**src/rtl/icfu_pkg.sv**
```systemverilog
package icfu_pkg;

  // Field and register widths
  localparam int unsigned SIDE_W     = 6;
  localparam int unsigned THRESH_W   = 16;
  localparam int unsigned SEED_W     = 32;
  localparam int unsigned SIZE_W     = 11;
  localparam int unsigned CFG_DATA_W = 32;

  // Register reset values
  localparam logic [SIDE_W-1:0]   SIDE_RESET   = 6'd30;
  localparam logic [THRESH_W-1:0] THRESH_RESET = 16'h8000;
  localparam logic [SEED_W-1:0]   SEED_DEFAULT = 32'd2463534242;
  localparam logic [SIZE_W-1:0]   SIZE_MAX     = 11'd2047;

  typedef enum logic [1:0] {
    OP_UPDATE = 2'd0,
    OP_READ   = 2'd1,
    OP_WRITE  = 2'd2
  } opcode_t;

  typedef enum logic [1:0] {
    CFG_SIDE   = 2'd0,
    CFG_THRESH = 2'd1,
    CFG_TRI    = 2'd2,
    CFG_SEED   = 2'd3
  } cfg_idx_t;

  // Neighbor visiting order
  typedef enum logic [2:0] {
    DIR_DOWN       = 3'd0,
    DIR_UP         = 3'd1,
    DIR_RIGHT      = 3'd2,
    DIR_LEFT       = 3'd3,
    DIR_DOWN_RIGHT = 3'd4,
    DIR_UP_LEFT    = 3'd5
  } dir_t;

  typedef enum logic [2:0] {
    ST_IDLE,
    ST_RDWAIT,
    ST_SEED,
    ST_ISSUE,
    ST_FETCH,
    ST_LOAD,
    ST_FINISH,
    ST_RESP
  } state_t;

  // Spin memory access request
  typedef struct packed {
    logic rd;
    logic wr;
    logic wdata;
  } spin_req_t;

  // Site queue control
  typedef struct packed {
    logic clr;
    logic push;
    logic pop;
  } queue_ctrl_t;

endpackage

```
**src/rtl/icfu_spin_mem.sv**
```systemverilog
module icfu_spin_mem import icfu_pkg::*; #(
  parameter int unsigned AW = 10
) (
  input  logic          clk,
  input  logic          rst_n,
  input  spin_req_t     req,
  input  logic [AW-1:0] rd_addr,
  input  logic [AW-1:0] wr_addr,
  output logic          rdata,
  output logic          busy
);

  localparam int unsigned DEPTH = 1 << AW;

  logic          spin_mem [DEPTH];
  logic [AW-1:0] clr_cnt_r;
  logic          busy_r;
  logic          rd_data_r;
  logic          fwd_hit_r;
  logic          fwd_val_r;
  logic          we;
  logic [AW-1:0] wa;
  logic          wd;

  // Clearing pass owns the write port after reset
  assign we   = busy_r | req.wr;
  assign wa   = busy_r ? clr_cnt_r : wr_addr;
  assign wd   = busy_r ? 1'b0 : req.wdata;
  assign busy = busy_r;

  always_ff @(posedge clk) begin
    if (!rst_n) begin
      busy_r    <= 1'b1;
      clr_cnt_r <= '0;
      fwd_hit_r <= 1'b0;
    end else begin
      if (busy_r) begin
        clr_cnt_r <= clr_cnt_r + AW'(1);
        if (&clr_cnt_r) begin
          busy_r <= 1'b0;
        end
      end
      if (req.rd) begin
        fwd_hit_r <= we && (wa == rd_addr);
      end
    end
  end

  always_ff @(posedge clk) begin
    if (we) begin
      spin_mem[wa] <= wd;
    end
  end

  always_ff @(posedge clk) begin
    if (req.rd) begin
      rd_data_r <= spin_mem[rd_addr];
      fwd_val_r <= wd;
    end
  end

  // Same-cycle write to the read address wins
  assign rdata = fwd_hit_r ? fwd_val_r : rd_data_r;

endmodule

```
**config.mk**
```make
export PLATFORM = sky130hd
export DESIGN_NAME = icfu_spin_mem
export DESIGN_NICKNAME = d
export VERILOG_FILES = /design/src/rtl/icfu_pkg.sv /design/src/rtl/icfu_spin_mem.sv
export SDC_FILE = /design/constraint.sdc
export NUM_CORES = 1
export LEC_CHECK = 0
export BUFFER_PORTS_ARGS = -buffer_cell sky130_fd_sc_hd__clkbuf_2
export CAP_MARGIN = 20
export CORE_MARGIN = 2
export CORE_UTILIZATION = 55
export CTS_CLUSTER_DIAMETER = 120
export DETAILED_ROUTE_END_ITERATION = 7
export HOLD_SLACK_MARGIN = 0.05
export PLACE_DENSITY = 0.79
export SYNTH_ARGS = -nofsm -noshare
export SYNTH_HDL_FRONTEND = slang
export SYNTH_SLANG_ARGS = --single-unit
```
**constraint.sdc**
```tcl
create_clock -name clk -period 47.1 [get_ports clk]
set_input_delay 14.13 -clock clk [delete_from_list [all_inputs] [get_ports clk]]
set_output_delay 14.13 -clock clk [all_outputs]
set_load 0.01 [all_outputs]
```
==> results_dict.tcl <==
set metrics [dict create \
    vias 28600 \
    post-cts-setup-buffer-count 0 \
    setup_slack_ps 29170 \
    syn_to_final_growth_pct 10.0 \
    synth_ff_type "edfxtp_1" \
    ir_drop_v 0.0000306 \
    maxCapViolCount 0 \
    path_buf_inv 3 \
    place.port_buffers 26 \
    status "completed" \
    r2r_slack_ps 42550 \
    syn_nets 3231 \
    final_layout_size_suffix_gt1_frac 0.165 \
    gp_congestion 0.827 \
    ctsHoldBuffers 0 \
    hold_viol_final 0 \
    power.leakage_uw 0.0155 \
    ys_types 68 \
    grt_max_degree 144 \
    ys_top_cells_by_area "edfxtp_1 68%, mux4_2 11%, nor2_1 8.5%, mux2i_1 2.6%, clkbuf_1 1.9%" \
    endpoint "rd_data_r$_DFFE_PP_" \
    setup_tns_ps 0 \
    nets 3149 \
    synth_area_um2 45500 \
    cts_buffers 98 \
    hpwl_um 65300 \
    crit_path_max_fanout 103 \
    slew_violations 0 \
    die_h_um 292 \
    seqCellArea_um2 31000 \
    reg2reg_to "spin_mem[507]$_DFFE_PP_" \
    fp.coreArea_um2 82000 \
    ys_seq_elements 1038 \
    required_ps 47510 \
    cts_sinks 1038 \
    avgViaCountPerCell 6.69 \
    fin_crit_ps 17930 \
    yosysTopAreaCell "edfxtp_1" \
    synth_top_area_share 0.676 \
    clock.fmax_ghz 0.0558 \
    path_clk_slew_ps 60 \
    arrival_ps 18340 \
    num-fill-cells 5808 \
    netlist_instances 3205 \
    ctsResizeCount 0 \
    async_reset_ff_frac 0 \
    max-slew-margin-rel 0.202 \
    critPathSlowestCell "buf_4" \
    grt_pass1_vias 27900 \
    antenna_found_initial 2 \
    die_w_um 292 \
    dp_worst_setup_slack_ps 28450 \
    drtIter0Drc 4420 \
    ant_nets 0 \
    cpLargestDelayFamily "buffers and inverters" \
    setup_viol 0 \
    worst-path-stages 9 \
    yosysWarningCount 0 \
    grtUsageTotal 0.290 \
    rsz0062_at_grt "false" \
    cts_max_path_buffers 3 \
    crit_chain "buf_8 -> buf_12 -> buf_4 -> mux4_2 -> mux4_2 -> a22oi_1 -> a22oi_1 -> or4bb_1 -> o2111ai_1" \
    rows 105 \
    initial_utilization 0.556 \
    synth_edf_count 1026 \
    syn-mean-instance-area_um2 14.2 \
    drc 0 \
    overflow 0 \
    cp-end-kind "register" \
    worstSetupPathType "input pin to register" \
    start_kind "input pin" \
    cp-startpoint "rd_addr[0]" \
    r2r_start "busy$_SDFF_PN1_" \
    clk_latency_ps 680 \
    io_pins 27 \
    grt_pass1_wl_um 180000 \
    dieArea_um2 85100 \
    max_stage_delay_ps 860 \
    wl_um 124000 \
    skew_ps 15.5 \
    tightest_slew_ps 1200 \
    hp-class "register to register" \
    cts_tree "yes" \
    reg2reg_depth 7 \
    fin_crit_sh 0.381 \
    synth_seq_area_share 0.682 \
    power_density_nw_per_um2 37.4 \
    multi_input_area_um2 13100 \
    root_buffer "clkbuf_16" \
    final_core_util 0.611 \
    post_drt_wl_per_cell_um 29.1 \
    first_pass_iters 8 \
    ctsHtreeMaxLevel 3 \
]
## state kept, by name (all words and copies together) (netlist names)
register,count
clr_cnt_r,10
spin_mem,1024
busy,1
fwd_hit_r,1
rd_data_r,1
fwd_val_r,1
## per-layer routing
layer / up-vias / share of wire / global-route usage
met5: - / 0.000089 / 0
met1: 14200 / 0.33 / 0.377
li1: 11600 / - / -
met3: 458 / 0.13 / 0.0569
met2: 2219 / 0.48 / 0.462
met4: 2 / 0.064 / 0.165
## cells in the final DEF (no fill, tap or decap), types with 6 or more instances in the layout
| cell | netlist | layout |
|---|---|---|
| dfxtp_1 | 12 | 12 |
| buf_16 | 0 | 24 |
| a2111oi_0 | 6 | 6 |
| clkinv_1 | 1 | 32 |
| clkbuf_16 | 0 | 103 |
| nand2_1 | 109 | 88 |
| and2_1 | 10 | 10 |
| mux2i_1 | 120 | 120 |
| mux2_2 | 14 | 14 |
| clkinv_2 | 0 | 10 |
| clkbuf_2 | 0 | 24 |
| nor3_1 | 41 | 41 |
| clkbuf_1 | 233 | 21 |
| o221ai_1 | 39 | 39 |
| nand2b_1 | 7 | 6 |
| nand2_2 | 0 | 21 |
| nand3_1 | 13 | 13 |
| nor2_1 | 1030 | 1030 |
| a22oi_1 | 26 | 26 |
| a211oi_1 | 9 | 9 |
| mux4_2 | 219 | 219 |
| o211ai_1 | 6 | 6 |
| a21oi_1 | 33 | 33 |
| xnor2_1 | 15 | 15 |
| o22ai_1 | 27 | 26 |
| o21ai_0 | 13 | 13 |
| nand4_1 | 9 | 9 |
| buf_4 | 13 | 62 |
| inv_1 | 15 | 14 |
| or2_2 | 6 | 6 |
| bufinv_16 | 0 | 10 |
| nor4_1 | 9 | 9 |
| or3_2 | 0 | 12 |
| nor2b_1 | 14 | 11 |
| edfxtp_1 | 1026 | 1026 |
## worst min-delay path by stage
| stage | to | cells after the start | slack, ps | startpoint |
|---|---|---|---|---|
| 6_report | clr_cnt_r[7]$_SDFFE_PN0P_ | 2 | 530 | clr_cnt_r[7]$_SDFFE_PN0P_ |
| 5_1_grt | clr_cnt_r[7]$_SDFFE_PN0P_ | 2 | 560 | clr_cnt_r[7]$_SDFFE_PN0P_ |
| 4_1_cts | clr_cnt_r[7]$_SDFFE_PN0P_ | 2 | 520 | clr_cnt_r[7]$_SDFFE_PN0P_ |
| 3_5_place_dp | clr_cnt_r[7]$_SDFFE_PN0P_ | 2 | 510 | clr_cnt_r[7]$_SDFFE_PN0P_ |
| 3_3_place_gp | clr_cnt_r[7]$_SDFFE_PN0P_ | 2 | 490 | clr_cnt_r[7]$_SDFFE_PN0P_ |
| 2_1_floorplan | clr_cnt_r[7]$_SDFFE_PN0P_ | 2 | 480 | clr_cnt_r[7]$_SDFFE_PN0P_ |
## final cells by class
class | count | area share
flip-flops and latches | 1038 | 0.620
multi-input cells | 1848 | 0.261
clock buffers | 124 | 0.0530
repair buffers | 120 | 0.0283
well taps | 1070 | 0.0267
clock inverters | 55 | 0.00986
inverters | 17 | 0.00127
diodes | 1 | 0.0000499
## logic make-up after synthesis
group,share of synthesized area
and+or+nand+nor,0.112
muxes,0.138
adders and majority gates,0.000275
buffers and inverters,0.0331
AOI/OAI and AO/OA,0.0315
DFF,0.682
xor gates and xnor gates,0.00327
## worst register-to-register path, delay by kind of cell, from the launching register on
family        cells  cell delay [ps]
buf+inv           6             3610
simple gates      1              370
flops             1              290
## synth_stat cells (13+ instances only)
cell,instances
o22ai_1,27
mux2i_1,120
clkbuf_1,233
buf_2,24
nor2_1,1030
nand2_1,109
buf_4,13
a21oi_1,33
nor2b_1,14
nand3_1,13
edfxtp_1,1026
mux4_2,219
or3_1,16
mux2_2,14
a22oi_1,26
nor3_1,41
xnor2_1,15
o221ai_1,39
buf_6,19
inv_1,15
o21ai_0,13
## per-stage QoR
stage          hold slack, ps  total power, uW  cell area [um^2]  cells
4_1_cts                   520             1870             49400   4245
2_1_floorplan             477             1080             45500   3205
6_report                  525             1870             50100   4273
3_5_place_dp              509             1100             46300   4066
5_1_grt                   557             1910             50100   4273
3_3_place_gp              493             1100             46200   4063
## where the power goes
group          switching (uW)  internal (uW)
Clock                     337            451
Sequential              0.906           1000
Combinational            52.3           31.4
(Power assumes the default switching activity.)
