$ cat src/rtl/icfu_pkg.sv
package icfu_pkg;

  // Field and register widths
  localparam int unsigned SIDE_W     = 6;
  localparam int unsigned THRESH_W   = 16;
  localparam int unsigned SEED_W     = 32;
  localparam int unsigned SIZE_W     = 11;
  localparam int unsigned CFG_DATA_W = 32;

  // Register reset values
  localparam logic [SIDE_W-1:0]   SIDE_RESET   = 6'd30;
  localparam logic [THRESH_W-1:0] THRESH_RESET = 16'h8000;
  localparam logic [SEED_W-1:0]   SEED_DEFAULT = 32'd2463534242;
  localparam logic [SIZE_W-1:0]   SIZE_MAX     = 11'd2047;

  typedef enum logic [1:0] {
    OP_UPDATE = 2'd0,
    OP_READ   = 2'd1,
    OP_WRITE  = 2'd2
  } opcode_t;

  typedef enum logic [1:0] {
    CFG_SIDE   = 2'd0,
    CFG_THRESH = 2'd1,
    CFG_TRI    = 2'd2,
    CFG_SEED   = 2'd3
  } cfg_idx_t;

  // Neighbor visiting order
  typedef enum logic [2:0] {
    DIR_DOWN       = 3'd0,
    DIR_UP         = 3'd1,
    DIR_RIGHT      = 3'd2,
    DIR_LEFT       = 3'd3,
    DIR_DOWN_RIGHT = 3'd4,
    DIR_UP_LEFT    = 3'd5
  } dir_t;

  typedef enum logic [2:0] {
    ST_IDLE,
    ST_RDWAIT,
    ST_SEED,
    ST_ISSUE,
    ST_FETCH,
    ST_LOAD,
    ST_FINISH,
    ST_RESP
  } state_t;

  // Spin memory access request
  typedef struct packed {
    logic rd;
    logic wr;
    logic wdata;
  } spin_req_t;

  // Site queue control
  typedef struct packed {
    logic clr;
    logic push;
    logic pop;
  } queue_ctrl_t;

endpackage

$ cat src/rtl/icfu_rng.sv
module icfu_rng import icfu_pkg::*; (
  input  logic                clk,
  input  logic                rst_n,
  input  logic                load,
  input  logic [SEED_W-1:0]   load_val,
  input  logic                step,
  output logic [THRESH_W-1:0] draw
);

  logic [SEED_W-1:0] state_r;
  logic [SEED_W-1:0] x1, x2, x3;

  // xorshift32; the draw is the upper half of the next state
  assign x1   = state_r ^ (state_r << 13);
  assign x2   = x1 ^ (x1 >> 17);
  assign x3   = x2 ^ (x2 << 5);
  assign draw = x3[SEED_W-1:SEED_W-THRESH_W];

  always_ff @(posedge clk) begin
    if (!rst_n) begin
      state_r <= SEED_DEFAULT;
    end else if (load) begin
      // zero would lock the generator
      state_r <= (load_val == '0) ? SEED_DEFAULT : load_val;
    end else if (step) begin
      state_r <= x3;
    end
  end

endmodule

$ cat config.mk
export PLATFORM = sky130hd
export DESIGN_NAME = icfu_rng
export DESIGN_NICKNAME = d
export VERILOG_FILES = /design/src/rtl/icfu_pkg.sv /design/src/rtl/icfu_rng.sv
export SDC_FILE = /design/constraint.sdc
export NUM_CORES = 1
export LEC_CHECK = 0
export ABC_AREA = 1
export BUFFER_PORTS_ARGS = -buffer_cell sky130_fd_sc_hd__buf_2
export CORE_MARGIN = 2
export CORE_UTILIZATION = 50
export CTS_BUF_LIST = sky130_fd_sc_hd__clkbuf_16
export DETAILED_ROUTE_END_ITERATION = 10
export PLACE_DENSITY = 0.85
export SYNTH_ARGS = -nofsm -noshare
export SYNTH_HDL_FRONTEND = slang
export SYNTH_SLANG_ARGS = --single-unit
$ cat constraint.sdc
create_clock -name clk -period 1.2 [get_ports clk]
set_input_delay 0.12 -clock clk [delete_from_list [all_inputs] [get_ports clk]]
set_output_delay 0.12 -clock clk [all_outputs]
set_load 0.05 [all_outputs]
==> results of run 1 <==
==> through the flow <==
step | TNS [ns] | instances
2_1_floorplan | -0.6859 | 405
3_3_place_gp | -1.638 | 546
3_5_place_dp | -2.394 | 546
4_1_cts | -4.797 | 568
==> synthesized netlist by cell type, drive strengths merged, types with 6 or more instances <==
cell	number
nor2	39
inv	49
buf	6
nor3	6
nand3	38
xor2	13
dfxtp	32
o21ai	28
xnor2	8
nand2	142
a21oi	28
==> repair_timing <==
item | CTS
pin swaps | 36
gates resized for setup | 123
setup buffers | 15
hold buffers | 0
endpoints found under the setup margin | 35
==> logic make-up after synthesis <==
| kind of cell | after synthesis | synth area share [%] |
|---|---|---|
| buffers and inverters | 59 | 9.494 |
| AOI/OAI and AO/OA | 60 | 13.25 |
| DFF | 32 | 26.71 |
| xor gates and xnor gates | 21 | 9.233 |
| and+or+nand+nor | 233 | 41.31 |
==> impl_metrics.env, run 1 <==
export IMPL_clock_path_buffers=2
export IMPL_ys_ff_latch=32
export IMPL_yosysTopAreaCell="dfxtp_1"
export IMPL_gp_congestion=0.9635
export IMPL_synth_area_um2=2399
export IMPL_num_rows=25
export IMPL_synthDominantCellAreaShare_pct=26.71
export IMPL_preCtsSetupSlack_ns=-0.1908
export IMPL_seq_area_frac_synth_pct=26.71
export IMPL_portBuffers=51
export IMPL_synth_cells=405
export IMPL_ys_flop_type="dfxtp_1"
export IMPL_synth_cell_types=27
export IMPL_run_status="stopped before the end"
export IMPL_grt_max_degree=27
export IMPL_dieHeight_um=73.26
export IMPL_htreeDepth=2
export IMPL_stop_stage="global routing"
export IMPL_syn_num_nets=441
export IMPL_cts_buffers=5
export IMPL_firstError="[ERROR DPL-0038] Utilization greater than 100%, impossible to legalize"
export IMPL_crit_endpoint="draw[3]"
export IMPL_synthTopCellsByArea="dfxtp_1 27%, nand2_1 20%, nand3_1 7.9%"
export IMPL_cts_root_buf="clkbuf_16"
export IMPL_place_area_um2=3513
export IMPL_yosys_warnings=0
export IMPL_avgSynthCellArea_um2=5.922
export IMPL_dpl_hpwl_mm=6.302
export IMPL_cts_num_sinks=32
export IMPL_start_util_pct=51.46
export IMPL_worst_ep_kind="primary output"
export IMPL_io_pins=52
export IMPL_die_w_um=73.26
export IMPL_synth_edff_count=0
export IMPL_async_flop_share_pct=0
==> run 2: changes to the inputs <==
--- a/config.mk
+++ b/config.mk
@@ -8,10 +8,9 @@
 export ABC_AREA = 1
 export BUFFER_PORTS_ARGS = -buffer_cell sky130_fd_sc_hd__buf_2
 export CORE_MARGIN = 2
-export CORE_UTILIZATION = 50
-export CTS_BUF_LIST = sky130_fd_sc_hd__clkbuf_16
+export CORE_UTILIZATION = 40
 export DETAILED_ROUTE_END_ITERATION = 10
-export PLACE_DENSITY = 0.85
+export PLACE_DENSITY_LB_ADDON = 0.15
 export SYNTH_ARGS = -nofsm -noshare
 export SYNTH_HDL_FRONTEND = slang
 export SYNTH_SLANG_ARGS = --single-unit
==> constraint.sdc (replaced) <==
create_clock -name clk -period 1.56 [get_ports clk]
set_input_delay 0.156 -clock clk [delete_from_list [all_inputs] [get_ports clk]]
set_output_delay 0.156 -clock clk [all_outputs]
set_load 0.05 [all_outputs]
==> run 2 against run 1 <==
Against the previous run: the run now ends clean; synthesized cell count did not move; area after synthesis unchanged.
==> impl_metrics.env, run 2 <==
export IMPL_run_status="finished clean"
export IMPL_antenna_cells=0
export IMPL_synth_simple_area_share_pct=41.31
export IMPL_holdWs_ns=0.1061
export IMPL_path_class="reg -> out"
export IMPL_cts_tree="yes"
export IMPL_cp_end_kind="output pin"
export IMPL_vias_per_cell=5.220
export IMPL_layout_commonest_cell="nand2_1"
export IMPL_cts_clk_slew_worst_paths_ns=0.07
export IMPL_place_inst=534
export IMPL_layout_common_cells="108 x nand2_1, 39 x inv_1, 38 x nor2_1"
export IMPL_synthMuxAreaShare_pct=0
export IMPL_synth_area_um2=2399
export IMPL_fin_crit_sh_pct=99.90
export IMPL_required_ns=1.40
export IMPL_grt_usage_pct=26.91
export IMPL_cts_root_buf="clkbuf_8"
export IMPL_yosys_warnings=0
export IMPL_dpl_hpwl_mm=6.221
export IMPL_portBuffers=51
export IMPL_path_max_fanout=4
export IMPL_fin_ws_ns=0.001482
export IMPL_post_layout_nonfiller_instances=559
export IMPL_drtIter0Drc=160
export IMPL_cap_violations=0
export IMPL_fillerInstances=575
export IMPL_switching_share_pct=46.70
export IMPL_synthTopCellsByArea="dfxtp_1 27%, nand2_1 20%, nand3_1 7.9%"
export IMPL_clk_latency_ns=0.29
export IMPL_grt_max_degree=27
export IMPL_detail_route_antenna_nets=0
export IMPL_drt_pass1_iterations=6
export IMPL_seq_area_frac_synth_pct=26.71
export IMPL_synth_top_family_by_area="simple AND/OR/NAND/NOR gates"
export IMPL_gp_congestion=0.9283
export IMPL_drt_wl_total_mm=8.697
export IMPL_largest_reg_flops=32
export IMPL_syn_num_nets=441
export IMPL_preCtsSetupSlack_ns=0.1090
export IMPL_yosysTopAreaCell="dfxtp_1"
export IMPL_slew_viol_final=0
export IMPL_hold_depth=3
export IMPL_synth_edff_count=0
export IMPL_start_util_pct=41.00
export IMPL_synth_adder_area_share_pct=0
export IMPL_reg_top3="state_r: 32 flops"
export IMPL_antenna_found_initial=0
export IMPL_routedWlPerCell_um=15.56
export IMPL_peakVddDrop_v=0.0006986
export IMPL_grt_pass1_wl_mm=13.24
export IMPL_clkPwrFrac_pct=14.4
export IMPL_synth_cells=405
export IMPL_cellPowerDensity_nw_per_um2=1205
export IMPL_io_pins=52
export IMPL_power_switching_uw=1960
export IMPL_skew_ns=0.004492
export IMPL_num_vias=2918
export IMPL_finalSetupViolCount=0
export IMPL_num_rows=28
export IMPL_synth_cell_types=27
export IMPL_synth_compound_area_share_pct=13.25
export IMPL_async_flop_share_pct=0
export IMPL_ys_ff_latch=32
export IMPL_hold_viol=0
export IMPL_synth_xor_xnor_area_share_pct=9.233
export IMPL_grt_setup_unrepaired="true"
export IMPL_avgSynthCellArea_um2=5.922
export IMPL_comb_power_share_pct=61.1
export IMPL_areaGrowthSynthToFinish_pct=45.23
export IMPL_grt_overflow=0
export IMPL_core_um2=5851
export IMPL_yosysMostFrequentCell="nand2_1"
export IMPL_reg2reg_depth=11
export IMPL_grt_pass1_vias=2629
export IMPL_nNetsFinal=522
export IMPL_htreeDepth=2
export IMPL_ys_flop_type="dfxtp_1"
export IMPL_utilization_pct=59.54
export IMPL_intPower_uw=2237
export IMPL_slew_headroom_pct=66.16
export IMPL_arrival_ns=1.40
export IMPL_cts_num_sinks=32
export IMPL_leakagePower_uw=0.001753
export IMPL_cts_buffers=5
export IMPL_clock_path_buffers=2
export IMPL_dieHeight_um=81.44
export IMPL_tightest_slew_ns=0.5069
export IMPL_final_setup_tns_ns=0
export IMPL_synthTopCellsByCount="129 x nand2_1, 42 x inv_1, 38 x nand3_1, 38 x nor2_1, 32 x dfxtp_1"
export IMPL_die_w_um=81.44
export IMPL_die_area_um2=6632
export IMPL_synthDominantCellAreaShare_pct=26.71
export IMPL_drive_gt1_share_pct=37.40
export IMPL_p_seq_share_pct=24.5
export IMPL_post_route_drc_count=0
export IMPL_max_flop_register="state_r"
export IMPL_fmax_mhz=641.6
export IMPL_min_period_ns=1.559
export IMPL_startpoint_type="register"
export IMPL_min_path_type="in -> reg"
[run 2: cell counts after synthesis]
Identical to the previous run, type by type.
[run 2: area by class of cell]
type	instances	area, um2	area share (%)
timing repair buffer	84	614.3	17.64
inverter	49	183.9	5.280
multi-input combinational	314	1842	52.87
tap	75	93.84	2.694
sequential	32	680.7	19.54
clock buffer	5	68.82	1.976
[run 2: stage by stage]
stage | cell area (um2) | power, uW
3_3_place_gp | 2877 | 2881
6_report | 3483 | 4197
4_1_cts | 3196 | 3845
2_1_floorplan | 2474 | 2433
3_5_place_dp | 2877 | 2894
5_1_grt | 3483 | 4431
[run 2: power by group through the flow]
| stage | combinational [uW] | clock (uW) | sequential, uW |
|---|---|---|---|
| after CTS | 2230 | 610 | 1000 |
| after detailed placement | 1880 | 0 | 1010 |
| after floorplan | 1440 | 0 | 989 |
| after global routing | 2750 | 643 | 1040 |
| after global placement | 1870 | 0 | 1010 |
| final | 2560 | 605 | 1030 |
[run 2: path summary, 6_finish.rpt]
| check | from | end | slack (ns) |
|---|---|---|---|
| setup / recovery | state_r[17] | draw[2] | 0.001 |
| hold / removal | load_val[22] | state_r[22] | 0.11 |
| setup reg to reg | state_r[31] | state_r[14] | 0.07 |
| hold reg to reg | state_r[10] | state_r[10] | 0.50 |
[run 2: metal layers]
| layer | GRT usage (%) | routed length (um) | vias up |
|---|---|---|---|
| met1 | 36.98 | 3906 | 1328 |
| li1 | - | - | 1436 |
| met4 | 7.966 | 173 | 0 |
| met3 | 4.066 | 587 | 19 |
| met5 | 0 | 0 | - |
| met2 | 43.61 | 4029 | 135 |
[run 2: cells by family (layout without fill, tap and decap cells)]
kind of cell              count (synthesis)  in the layout
and+or+nand+nor                         233            233
AOI/OAI and AO/OA                        60             60
buffers and inverters                    59            138
DFF                                      32             32
xor gates and xnor gates                 21             21
[run 2: timing repair]
action,in CTS,in global routing
setup buffers,9,11
hold buffers,0,0
pin swaps,11,20
endpoints found under the setup margin,16,16
resized for setup,55,55
[run 2: critical path: stages (launching register included)]
cell and delay (ns):
dfxtp_4 0.37, xnor2_4 0.18, nand3_2 0.15, nand2_2 0.12
nand2_2 0.07, nand2_2 0.07, buf_8 0.14
No activity file was read; power rests on OpenSTA's default activity.
==> run 3: changes to the inputs <==
--- a/config.mk
+++ b/config.mk
@@ -5,7 +5,6 @@
 export SDC_FILE = /design/constraint.sdc
 export NUM_CORES = 1
 export LEC_CHECK = 0
-export ABC_AREA = 1
 export BUFFER_PORTS_ARGS = -buffer_cell sky130_fd_sc_hd__buf_2
 export CORE_MARGIN = 2
 export CORE_UTILIZATION = 40
==> run 3 against run 2 <==
Against the previous run: the flow now finishes with violations (setup timing); worst hold slack got worse by 0.0052 ns; combinational power rose by 45%; synthesized cell count fell by 37%; power rose by 31%; critical path depth fell by 2; final area rose by 13%; non-clock buffer count rose by 32; clock-buffer cell count rose by 3; sequential share of layout area fell by 1.6 points; wire length fell by 8.7%; worst setup slack got worse by 0.16 ns; clock power rose by 13%; critical endpoint is now draw[3].
==> impl_metrics.env, run 3 <==
export IMPL_run_status="complete, but fails checks"
export IMPL_violations="setup timing"
export IMPL_yosysMostFrequentCell="dfxtp_1"
export IMPL_min_period_ns=1.717
export IMPL_slew_headroom_pct=79.39
export IMPL_post_layout_nonfiller_instances=437
export IMPL_synth_compound_area_share_pct=18.31
export IMPL_hold_viol=0
export IMPL_path_max_fanout=2
export IMPL_postLayoutCellArea_um2=3925
export IMPL_yosysTopAreaCell="dfxtp_1"
export IMPL_cp_end_kind="output pin"
export IMPL_fin_ws_ns=-0.1567
export IMPL_io_pins=52
export IMPL_core_um2=5886
export IMPL_layout_common_cells="47 x buf_4, 35 x buf_2, 28 x buf_6"
export IMPL_grt_usage_pct=24.82
export IMPL_synth_adder_area_share_pct=0
export IMPL_grt_pass1_vias=2245
export IMPL_final_setup_tns_ns=-0.6570
export IMPL_grt_setup_unrepaired="true"
export IMPL_seq_area_frac_synth_pct=26.56
export IMPL_synth_top_family_by_area="XOR/XNOR gates"
export IMPL_dpl_hpwl_mm=5.515
export IMPL_fillerInstances=489
export IMPL_synth_xor_xnor_area_share_pct=34.54
export IMPL_grt_max_degree=33
export IMPL_layout_commonest_cell="buf_4"
export IMPL_tightest_slew_ns=0.3063
export IMPL_drt_pass1_iterations=4
export IMPL_min_path_type="in -> reg"
export IMPL_synth_cell_types=36
export IMPL_num_vias=2352
export IMPL_path_class="reg -> out"
export IMPL_peakVddDrop_v=0.0008574
export IMPL_cts_root_buf="clkbuf_8"
export IMPL_grt_pass1_wl_mm=11.95
export IMPL_routedWlPerCell_um=18.16
export IMPL_yosys_warnings=0
export IMPL_post_route_drc_count=0
export IMPL_cellPowerDensity_nw_per_um2=1401
export IMPL_ys_flop_type="dfxtp_1"
export IMPL_die_w_um=81.66
export IMPL_synthTopCellsByCount="32 x dfxtp_1, 22 x xnor2_1, 20 x nor2_1"
export IMPL_grt_overflow=0
export IMPL_arrival_ns=1.56
export IMPL_fmax_mhz=582.5
export IMPL_max_flop_register="state_r"
export IMPL_synth_cells=257
export IMPL_fin_crit_sh_pct=110.0
export IMPL_synth_edff_count=0
export IMPL_synthTopCellsByArea="dfxtp_1 27%, xnor3_1 11%, xnor2_1 8.0%"
export IMPL_skew_ns=0.007955
export IMPL_synthMuxAreaShare_pct=0.8299
export IMPL_leakagePower_uw=0.001693
export IMPL_num_rows=28
export IMPL_place_inst=401
export IMPL_drtIter0Drc=183
export IMPL_areaGrowthSynthToFinish_pct=62.71
export IMPL_detail_route_antenna_nets=0
export IMPL_clock_path_buffers=2
export IMPL_largest_reg_flops=32
export IMPL_syn_num_nets=293
export IMPL_cts_buffers=5
export IMPL_startpoint_type="register"
export IMPL_finalSetupViolCount=13
export IMPL_cts_clk_slew_worst_paths_ns=0.06
export IMPL_cts_tree="yes"
export IMPL_htreeDepth=2
export IMPL_dieHeight_um=81.66
export IMPL_total_power_uw=5497
export IMPL_start_util_pct=40.99
export IMPL_place_area_um2=3141
export IMPL_required_ns=1.40
export IMPL_portBuffers=51
export IMPL_vias_per_cell=5.382
export IMPL_reg_top3="state_r: 32 flops"
export IMPL_synthDominantCellAreaShare_pct=26.56
export IMPL_slew_viol_final=0
export IMPL_ys_ff_latch=32
export IMPL_antenna_cells=0
export IMPL_cap_violations=0
export IMPL_drt_wl_total_mm=7.937
export IMPL_synth_simple_area_share_pct=15.40
export IMPL_drive_gt1_share_pct=55.80
export IMPL_avgSynthCellArea_um2=9.386
export IMPL_async_flop_share_pct=0
export IMPL_nNetsFinal=397
export IMPL_synth_area_um2=2412
export IMPL_clk_latency_ns=0.30
export IMPL_gp_congestion=0.8162
export IMPL_antenna_found_initial=0
export IMPL_cts_num_sinks=32
export IMPL_die_area_um2=6668
-- run 3: worst max-delay path, cell delays in order, from the launching register on --
cell and delay (ns):
dfxtp_2 0.33, xnor2_2 0.19, xor3_2 0.51, clkinvlp_4 0.10
buf_8 0.14
-- run 3: kinds of logic (layout without fill, tap and decap cells) --
group,count (synthesis),after routing
flip-flops,32,32
AO/OA/AOI/OAI,68,68
XOR/XNOR,60,60
multiplexers,2,2
buffers and inverters,24,129
AND/OR/NAND/NOR,71,71
-- run 3: cell type report --
class	instances	area (um2)	share of cell area (%)
clock buffers	8	90.09	2.295
inverters	5	22.52	0.5738
multi-input cells	201	2071	52.76
flip-flops and latches	32	704.4	17.95
well taps	75	93.84	2.391
repair buffers	116	943.4	24.04
-- run 3: final timing paths --
kind                startpoint          end  slack (ns)  cells past startpoint
setup / recovery    state_r[1]      draw[3]       -0.16                      4
hold / removal    load_val[29]  state_r[29]        0.10                      3
setup reg to reg   state_r[19]   state_r[7]       -0.06                      6
hold reg to reg     state_r[5]   state_r[5]        0.57                      2
-- run 3: metal layers --
layer  wire length [um]  GRT usage (%)  up-vias
met3                411          4.615       17
met1               3468          33.54     1138
met2               3825          40.08       70
li1                   -              -     1127
met4                231          8.500        0
met5                  0              0        -
-- run 3: per-stage QoR --
| stage | hold slack (ns) | util [%] | setup slack [ns] |
|---|---|---|---|
| 2_1_floorplan | 0.2920 | - | -0.2408 |
| 3_3_place_gp | 0.4186 | 53.36 | -0.005025 |
| 3_5_place_dp | 0.4151 | 53.36 | -0.05704 |
| 4_1_cts | 0.1094 | 61.61 | -0.1571 |
| 5_1_grt | 0.1107 | 66.69 | -0.2150 |
| 6_report | 0.1009 | 66.69 | -0.1567 |
-- run 3: where the power goes --
| part | total (uW) | internal (uW) | switching [uW] |
|---|---|---|---|
| logic | 3710 | 1890 | 1820 |
| clock network | 684 | 360 | 324 |
| registers | 1100 | 937 | 162 |
-- run 3: repair_timing --
item	4_1_cts	5_1_grt
resized for setup	68	55
buffers inserted	21	8
hold buffers	0	0
setup endpoints to repair	18	28
pin swaps	19	32
==> run 4: changes to the inputs <==
--- a/config.mk
+++ b/config.mk
@@ -5,11 +5,12 @@
 export SDC_FILE = /design/constraint.sdc
 export NUM_CORES = 1
 export LEC_CHECK = 0
+export ABC_AREA = 1
 export BUFFER_PORTS_ARGS = -buffer_cell sky130_fd_sc_hd__buf_2
 export CORE_MARGIN = 2
 export CORE_UTILIZATION = 40
 export DETAILED_ROUTE_END_ITERATION = 10
-export PLACE_DENSITY_LB_ADDON = 0.15
+export PLACE_DENSITY_LB_ADDON = 0.05
 export SYNTH_ARGS = -nofsm -noshare
 export SYNTH_HDL_FRONTEND = slang
 export SYNTH_SLANG_ARGS = --single-unit
==> run 4 against run 3 <==
Against the previous run: the flow still finishes with violations (setup timing); final area is 14% lower; global-route usage up 1.9 points; power decreased by 25%; via count grew 22%; critical path type unchanged; critical endpoint is now draw[1]; largest cell class unchanged.
==> impl_metrics.env, run 4 (synthesis gave the netlist of run 2 again) <==
export IMPL_grt_pass1_wl_mm=13.05
export IMPL_fmax_mhz=637.0
export IMPL_num_rows=28
export IMPL_start_util_pct=41.00
export IMPL_dpl_hpwl_mm=6.068
export IMPL_routedWlPerCell_um=15.51
export IMPL_largest_reg_flops=32
export IMPL_num_vias=2881
export IMPL_cts_clk_slew_worst_paths_ns=0.07
export IMPL_final_setup_tns_ns=-0.01406
export IMPL_place_area_um2=2846
export IMPL_core_um2=5851
export IMPL_nNetsFinal=514
export IMPL_crit_path_frequent_cell="nand2_2"
export IMPL_leakagePower_uw=0.001708
export IMPL_slew_viol_final=0
export IMPL_drt_wl_total_mm=8.575
export IMPL_arrival_ns=1.41
export IMPL_fin_crit_sh_pct=100.6
export IMPL_grt_overflow=0
export IMPL_detail_route_antenna_nets=0
export IMPL_antenna_found_initial=0
export IMPL_areaGrowthSynthToFinish_pct=40.32
export IMPL_hold_viol=0
export IMPL_crit_chain="inv_2 -> nand2_2 -> nand2_2 -> nand2_2 -> nand2_2 -> xor2_2 -> buf_6"
export IMPL_cp_end_kind="output pin"
export IMPL_die_w_um=81.44
export IMPL_antenna_cells=0
export IMPL_slowest_delay_ns=0.38
export IMPL_path_max_fanout=4
export IMPL_post_route_drc_count=0
export IMPL_clk_latency_ns=0.29
export IMPL_crit_family="flip-flops"
export IMPL_grt_setup_unrepaired="true"
export IMPL_utilization_pct=57.53
export IMPL_cap_violations=0
export IMPL_worst_path_buf_inv=2
export IMPL_dieHeight_um=81.44
export IMPL_cellPowerDensity_nw_per_um2=1221
export IMPL_drtIter0Drc=171
export IMPL_cts_root_buf="clkbuf_8"
export IMPL_peakVddDrop_v=0.0007772
export IMPL_slew_headroom_pct=66.00
export IMPL_crit_slowest_cell="dfxtp_4"
export IMPL_required_ns=1.40
export IMPL_startpoint_type="register"
export IMPL_finalSetupViolCount=3
export IMPL_gp_congestion=0.9449
export IMPL_min_period_ns=1.570
export IMPL_drt_pass1_iterations=4
export IMPL_clock_path_buffers=2
export IMPL_path_class="reg -> out"
export IMPL_drive_gt1_share_pct=35.56
export IMPL_min_path_type="in -> reg"
export IMPL_die_area_um2=6632
export IMPL_skew_ns=0.006021
export IMPL_tightest_slew_ns=0.5092
export IMPL_layout_area_seq_um2=681.9
export IMPL_portBuffers=51
export IMPL_cts_num_sinks=32
export IMPL_run_status="complete, but fails checks"
export IMPL_cts_buffers=5
export IMPL_fin_ws_ns=-0.009823
export IMPL_grt_pass1_vias=2632
export IMPL_violations="setup timing"
export IMPL_vias_per_cell=5.210
export IMPL_max_flop_register="state_r"
export IMPL_layout_common_cells="113 x nand2_1, 38 x inv_1, 38 x nor2_1"
export IMPL_cts_hold_buf=0
export IMPL_grt_usage_pct=26.77
export IMPL_layout_commonest_cell="nand2_1"
export IMPL_multi_input_area_um2=1770
export IMPL_reg_top3="state_r: 32 flops"
export IMPL_htreeDepth=2
export IMPL_fillerInstances=575
export IMPL_postLayoutCellArea_um2=3366
export IMPL_io_pins=52
export IMPL_grt_max_degree=27
export IMPL_cts_tree="yes"
run 4: cell types whose count changed in the layout (fill, tap and decap cells not counted), moves of 13 or more:
cell and change:
nor2_1 +18, nand3_1 +35, a21oi_1 +16, buf_6 -13, nand2_2 +23, buf_4 -21, inv_1 +35, a211oi_1 -13
nand2_1 +100
run 4: worst paths after layout:
path                                    from          end  slack, ns  cells after the start
worst min register to register   state_r[10]  state_r[10]       0.50                      2
worst min-delay path            load_val[19]  state_r[19]       0.11                      3
worst max-delay path             state_r[16]      draw[1]      -0.01                      7
worst max register to register   state_r[26]   state_r[9]       0.18                     11
run 4: worst reg2reg max path: stages (launching register included):
cell     delay (ns)
dfxtp_1        0.36
inv_1          0.05
nand2_1        0.08
nand2_2        0.15
nand2_1        0.10
nand2_1        0.12
inv_1          0.12
nand2_1        0.05
nand3_1        0.06
nand3_1        0.07
nand2_1        0.08
inv_1          0.03
run 4: repair_timing:
action,CTS,global route
setup buffers,6,10
endpoints found under the setup margin,16,16
resized for setup,48,48
pin swaps,8,21
run 4: area by class of cell:
| type | instances | area share [%] |
|---|---|---|
| Timing Repair Buffer | 76 | 16.02 |
| Inverter | 49 | 5.465 |
| Multi-Input combinational cell | 314 | 52.60 |
| Tap cell | 75 | 2.788 |
| Sequential cell | 32 | 20.26 |
| Clock buffer | 7 | 2.862 |
run 4: routing by layer:
| layer | wire, um | vias up | part of all wire [%] | GRT usage (%) |
|---|---|---|---|---|
| li1 | - | 1418 | - | - |
| met1 | 3823 | 1341 | 45 | 35.83 |
| met2 | 4100 | 111 | 48 | 43.52 |
| met3 | 534 | 11 | 6.2 | 5.055 |
| met4 | 117 | 0 | 1.4 | 8.475 |
| met5 | 0 | - | 0 | 0 |
run 4: through the flow:
stage / cells / power (uW) / hold WS [ns] / setup slack (ns)
after detailed placement: 530 / 2887 / 0.4081 / 0.1004
after floorplan: 405 / 2433 / 0.2909 / 0.02972
final: 553 / 4108 / 0.1069 / -0.009823
after global placement: 530 / 2884 / 0.4024 / 0.1144
after global routing: 553 / 4338 / 0.1188 / -0.06202
after CTS: 543 / 3876 / 0.1106 / -0.02056
run 4: report_power, final:
part / switching [uW] / internal (uW) / leakage [uW]
clock network: 329 / 393 / 0.0000503
logic: 1470 / 900 / 0.00139
registers: 99.6 / 920 / 0.000269
total: 1900 / 2210 / 0.00171
